`src/hw/rtl/fbdp_pkg.sv`:
```
package fbdp_pkg;

   localparam int ScreenWidth = 128;
   localparam int PageCount   = 8;
   localparam int StoreBytes  = ScreenWidth * PageCount;
   localparam int PageBits    = $clog2(PageCount);
   localparam int AddrBits    = $clog2(StoreBytes);
   localparam int CountBits   = $clog2(StoreBytes + 1);
   localparam int GlyphCols   = 6;
   localparam int MaskBits    = 8;
   localparam logic [MaskBits-1:0] AllDirty = 8'hFF;

   typedef enum logic [2:0] {
      OP_PUT_CHAR    = 3'd0,
      OP_FILL        = 3'd1,
      OP_PICK_DIRTY  = 3'd2,
      OP_READ_BYTE   = 3'd3,
      OP_CLEAR_DIRTY = 3'd4,
      OP_MARK_DIRTY  = 3'd5
   } op_type;

   typedef struct packed {
      logic                set_en;
      logic                clr_en;
      logic [PageBits-1:0] page;
   } dirty_cmd_type;

   // 6x8 font, first column in the top byte; non-printable codes give a space
   function automatic logic [47:0] glyph_row(input logic [7:0] code);
      logic [47:0] row;
      case (code)
         8'h21: row = 48'h00005F000000;
         8'h22: row = 48'h000700070000;
         8'h23: row = 48'h147F147F1400;
         8'h24: row = 48'h242A7F2A1200;
         8'h25: row = 48'h231308646200;
         8'h26: row = 48'h364955225000;
         8'h27: row = 48'h000503000000;
         8'h28: row = 48'h001C22410000;
         8'h29: row = 48'h0041221C0000;
         8'h2A: row = 48'h082A1C2A0800;
         8'h2B: row = 48'h08083E080800;
         8'h2C: row = 48'h005030000000;
         8'h2D: row = 48'h080808080800;
         8'h2E: row = 48'h006060000000;
         8'h2F: row = 48'h201008040200;
         8'h30: row = 48'h3E5149453E00;
         8'h31: row = 48'h00427F400000;
         8'h32: row = 48'h426151494600;
         8'h33: row = 48'h2141454B3100;
         8'h34: row = 48'h1814127F1000;
         8'h35: row = 48'h274545453900;
         8'h36: row = 48'h3C4A49493000;
         8'h37: row = 48'h017109050300;
         8'h38: row = 48'h364949493600;
         8'h39: row = 48'h064949291E00;
         8'h3A: row = 48'h003636000000;
         8'h3B: row = 48'h005636000000;
         8'h3C: row = 48'h000814224100;
         8'h3D: row = 48'h141414141400;
         8'h3E: row = 48'h412214080000;
         8'h3F: row = 48'h020151090600;
         8'h40: row = 48'h324979413E00;
         8'h41: row = 48'h7E1111117E00;
         8'h42: row = 48'h7F4949493600;
         8'h43: row = 48'h3E4141412200;
         8'h44: row = 48'h7F4141221C00;
         8'h45: row = 48'h7F4949494100;
         8'h46: row = 48'h7F0909010100;
         8'h47: row = 48'h3E4141513200;
         8'h48: row = 48'h7F0808087F00;
         8'h49: row = 48'h00417F410000;
         8'h4A: row = 48'h2040413F0100;
         8'h4B: row = 48'h7F0814224100;
         8'h4C: row = 48'h7F4040404000;
         8'h4D: row = 48'h7F0204027F00;
         8'h4E: row = 48'h7F0408107F00;
         8'h4F: row = 48'h3E4141413E00;
         8'h50: row = 48'h7F0909090600;
         8'h51: row = 48'h3E4151215E00;
         8'h52: row = 48'h7F0919294600;
         8'h53: row = 48'h464949493100;
         8'h54: row = 48'h01017F010100;
         8'h55: row = 48'h3F4040403F00;
         8'h56: row = 48'h1F2040201F00;
         8'h57: row = 48'h7F2018207F00;
         8'h58: row = 48'h631408146300;
         8'h59: row = 48'h030478040300;
         8'h5A: row = 48'h615149454300;
         8'h5B: row = 48'h00007F414100;
         8'h5C: row = 48'h020408102000;
         8'h5D: row = 48'h41417F000000;
         8'h5E: row = 48'h040201020400;
         8'h5F: row = 48'h404040404000;
         8'h60: row = 48'h000102040000;
         8'h61: row = 48'h205454547800;
         8'h62: row = 48'h7F4844443800;
         8'h63: row = 48'h384444442000;
         8'h64: row = 48'h384444487F00;
         8'h65: row = 48'h385454541800;
         8'h66: row = 48'h087E09010200;
         8'h67: row = 48'h081454543C00;
         8'h68: row = 48'h7F0804047800;
         8'h69: row = 48'h00447D400000;
         8'h6A: row = 48'h2040443D0000;
         8'h6B: row = 48'h007F10284400;
         8'h6C: row = 48'h00417F400000;
         8'h6D: row = 48'h7C0418047800;
         8'h6E: row = 48'h7C0804047800;
         8'h6F: row = 48'h384444443800;
         8'h70: row = 48'h7C1414140800;
         8'h71: row = 48'h081414187C00;
         8'h72: row = 48'h7C0804040800;
         8'h73: row = 48'h485454542000;
         8'h74: row = 48'h043F44402000;
         8'h75: row = 48'h3C4040207C00;
         8'h76: row = 48'h1C2040201C00;
         8'h77: row = 48'h3C4030403C00;
         8'h78: row = 48'h442810284400;
         8'h79: row = 48'h0C5050503C00;
         8'h7A: row = 48'h4464544C4400;
         8'h7B: row = 48'h000836410000;
         8'h7C: row = 48'h00007F000000;
         8'h7D: row = 48'h004136080000;
         8'h7E: row = 48'h080408100800;
         default: row = 48'h000000000000;
      endcase
      return row;
   endfunction

   function automatic logic [7:0] glyph_col(input logic [7:0] code, input logic [2:0] col);
      logic [47:0] row;
      logic [7:0]  data;
      row = glyph_row(code);
      case (col)
         3'd0: data = row[47:40];
         3'd1: data = row[39:32];
         3'd2: data = row[31:24];
         3'd3: data = row[23:16];
         3'd4: data = row[15:8];
         3'd5: data = row[7:0];
         default: data = 8'h00;
      endcase
      return data;
   endfunction

endpackage

```
`src/hw/rtl/fbdp_dirty_tracker.sv`:
```
module fbdp_dirty_tracker (
   input  logic                          clock,
   input  logic                          reset,
   input  fbdp_pkg::dirty_cmd_type       cmd,
   output logic [fbdp_pkg::MaskBits-1:0] mask,
   output logic                          found,
   output logic [2:0]                    pick
);

   logic [fbdp_pkg::MaskBits-1:0] mask_ff;
   logic [fbdp_pkg::MaskBits-1:0] mask_in;

   always_comb begin
      mask_in = mask_ff;
      if (cmd.set_en) begin
         mask_in[cmd.page] = 1'b1;
      end else if (cmd.clr_en) begin
         mask_in[cmd.page] = 1'b0;
      end
   end

   always_ff @(posedge clock) begin
      if (reset) begin
         mask_ff <= fbdp_pkg::AllDirty;
      end else begin
         mask_ff <= mask_in;
      end
   end

   // lowest dirty page; the mask has one bit per page
   always_comb begin
      found = 1'b0;
      pick  = 3'd0;
      for (int p = fbdp_pkg::PageCount - 1; p >= 0; p--) begin
         if (mask_ff[p]) begin
            found = 1'b1;
            pick  = 3'(p);
         end
      end
   end

   assign mask = mask_ff;

endmodule

```
`config.mk`:
```
export PLATFORM = sky130hd
export DESIGN_NAME = fbdp_dirty_tracker
export DESIGN_NICKNAME = d
export VERILOG_FILES = /design/src/hw/rtl/fbdp_pkg.sv /design/src/hw/rtl/fbdp_dirty_tracker.sv
export SDC_FILE = /design/constraint.sdc
export NUM_CORES = 1
export LEC_CHECK = 0
export BUFFER_PORTS_ARGS = -buffer_cell sky130_fd_sc_hd__buf_2
export CAP_MARGIN = 10
export CORE_AREA = 2 2 39 41
export DETAILED_ROUTE_END_ITERATION = 6
export DIE_AREA = 0 0 41 43
export PLACE_DENSITY = 0.63
export SLEW_MARGIN = 20
export SYNTH_ARGS = -nofsm -noshare
export SYNTH_HDL_FRONTEND = slang
export SYNTH_SLANG_ARGS = --single-unit
```
`constraint.sdc`:
```
create_clock -name clock -period 1.4 [get_ports clock]
set_input_delay 0.28 -clock clock [delete_from_list [all_inputs] [get_ports clock]]
set_output_delay 0.28 -clock clock [all_outputs]
set_load 0.02 [all_outputs]
```
==> qor.yml <==
run_status:
  status: "complete, but fails checks"
  violations: "setup timing"
critical_path:
  critPathBufInv: 1
  crit_family: "simple AND/OR/NAND/NOR gates"
  worstRegToRegCells: 3
  crit_chain: "nor4_4, and3b_1, buf_6"
  cp_max_fo: 5
  critPathKind: "reg -> out"
  regToRegSetupSlack_ps: 630
  critical_path.max_stage_delay_ps: 350
  cpMaxStageDelayCell: "dfxtp_2"
  critical_path_depth: 3
  start_kind: "register"
  crit_arrival_ps: 1240
  crit_path_end_kind: "primary output"
  crit_required_ps: 1120
sta:
  finalWorstSetupSlack_ps: -116
  hold_viol: 0
  grt_setup_unrepaired: "yes"
  finClkSkew_ps: 0
  min_period_over_period_pct: 108
  max_freq_mhz: 660
  setup-tns-final_ps: -253
  slew_headroom_pct: 79.6
  maxSlewViolCount: 0
  setup_viol: 3
  tightestPinTransition_ps: 306
  period_needed_ps: 1520
final_layout:
  final_common_cell: "nor2_1"
  final_cells: 89
  ff_latch_area_um2: 168
  area_growth_pct: 39.5
  antenna_cells: 0
  final_nets: 82
  post_route_cells_drive_above_1_share_pct: 49.3
  final_cell_area_um2: 623
  multi_input_area_um2: 300
  final_cell_mix: "nor2_1, buf_2, mux2i_1"
  fillerInstances: 142
floorplan:
  core_region_area_um2: 1380
  die_x_um: 41
  start_util_pct: 32.3
  rows: 14
  floorplan.die_area_um2: 1760
  fp.dieH_um: 43
  io_pins: 19
power:
  power_frac_clock_pct: 34.9
  p_leak_nw: 0.255
  switching_share_pct: 26.0
  powerDensity_nw_per_um2: 786
  vdd_drop_max_mv: 0.436
  p_int_mw: 0.362
  p_sw_mw: 0.127
  combPwrFrac_pct: 15.0
  seqPwrFrac_pct: 50.1
yosys:
  synth_area_um2: 447
  yosysUniqueCellTypes: 19
  avgSynthCellArea_um2: 8.59
  synth-seq-cells: 8
  yosys_warnings: 0
  ys_seq_area_share_pct: 35.9
  synth_nets: 59
  synth.top_cell.area_share_pct: 35.9
  synth_largest_area_cell: "dfxtp_1"
  yosys-top-cells-area: "dfxtp_1, mux2i_1, nor2_1"
  syn_inst: 52
clock_tree:
  ctsHtreeMaxLevel: 1
  clkSlewWorstSetupHoldPaths_ps: 50
  clockBufferDepth: 2
  cts_buffers: 3
  postCtsHoldBufs: 0
  cts.sinks: 8
  cts_tree: "yes"
  cts_root_buf: "clkbuf_4"
  clk_latency_ps: 240
routing:
  routed_wl_um: 949
  first_pass_iters: 3
  ant_nets: 0
  post_drt_wl_per_cell_um: 10.7
  drt_iter0_markers: 4
  vias: 428
  drc: 0
  vias_per_cell: 4.81
global_routing:
  grt_pass1_vias: 373
  overflow: 0
  grt_usage_pct: 12.3
  antenna_found_initial: 0
  grt_pass1_wl_um: 1470
  grt_max_degree: 10
placed_design:
  io_buffers: 18
  dp_cells: 85
  dpl-instance-area_um2: 553
  detailedPlace.worstSlack_ps: 90.2
  place_congestion: 0.792
  hpwl_um: 734
run:
  maxCapViolations: 0
hold_path:
  worstHoldStart: "cmd[1]"
  min_path_type: "in -> reg"
  hold_depth: 3
logic make-up after synthesis:
group / share of synthesized area (%)
AOI/OAI and AO/OA: 12.3
DFF: 35.9
buffers and inverters: 1.96
muxes: 17.9
and+or+nand+nor: 31.9
layout make-up:
type | instances | area share, %
Inverter | 1 | 0.602
Multi-Input combinational cell | 42 | 48.2
Tap cell | 16 | 3.21
Timing Repair Buffer | 19 | 17.5
Clock buffer | 3 | 3.61
Sequential cell | 8 | 26.9
worst register-to-register path, cell delays in order (launching register included):
cell and delay (ps):
dfxtp_4 350, buf_4 140, nor2_1 90, mux2i_1 60
timing repair:
| action | in CTS | in global routing |
|---|---|---|
| setup endpoints to repair | 4 | 4 |
| setup buffers | 1 | 0 |
| gates resized for setup | 12 | 1 |
| pin swaps | 3 | 3 |
routing by layer:
metal / global-route usage (%) / vias up / share of wire (%)
li1: - / 223 / -
met1: 14.3 / 186 / 48
met2: 19.7 / 17 / 45
met3: 1.57 / 2 / 5.8
met4: 8.00 / 0 / 1.6
met5: 0 / - / 0
worst max path at each step:
| stage | to | slack (ps) | startpoint |
|---|---|---|---|
| 6_report | pick[2] | -120 | register |
| 3_5_place_dp | pick[2] | 90 | register |
| 4_1_cts | pick[2] | -110 | register |
| 3_3_place_gp | pick[0] | 140 | register |
| 2_1_floorplan | pick[0] | 80 | register |
| 5_1_grt | pick[2] | -170 | register |
stage by stage:
| stage | hold slack, ps | total power, mW | util, % |
|---|---|---|---|
| floorplan | 459 | 0.291 | - |
| global placement | 535 | 0.318 | 40.0 |
| detailed placement | 527 | 0.319 | 40.0 |
| CTS | 373 | 0.492 | 44.5 |
| global route | 384 | 0.513 | 45.0 |
| finish | 378 | 0.489 | 45.0 |
power by group through the flow:
stage          Clock, mW  Combinational (mW)  Sequential [mW]
2_1_floorplan          0              0.0349            0.256
3_3_place_gp           0              0.0700            0.248
3_5_place_dp           0              0.0701            0.249
4_1_cts            0.175              0.0730            0.245
5_1_grt            0.187              0.0805            0.246
6_report           0.171              0.0733            0.245
cells in the mapped netlist (all sizes together):
library cell  instances
nor2                 19
nand2b                2
o21bai                2
a21boi                1
nor4                  1
nor2b                 1
dfxtp                 8
nand3                 1
mux2i                 8
o21ai                 2
inv                   1
a221oi                1
nor3                  2
and3b                 1
clkbuf                1
nand2                 1
Note: power is estimated with default switching activity, not from simulation.
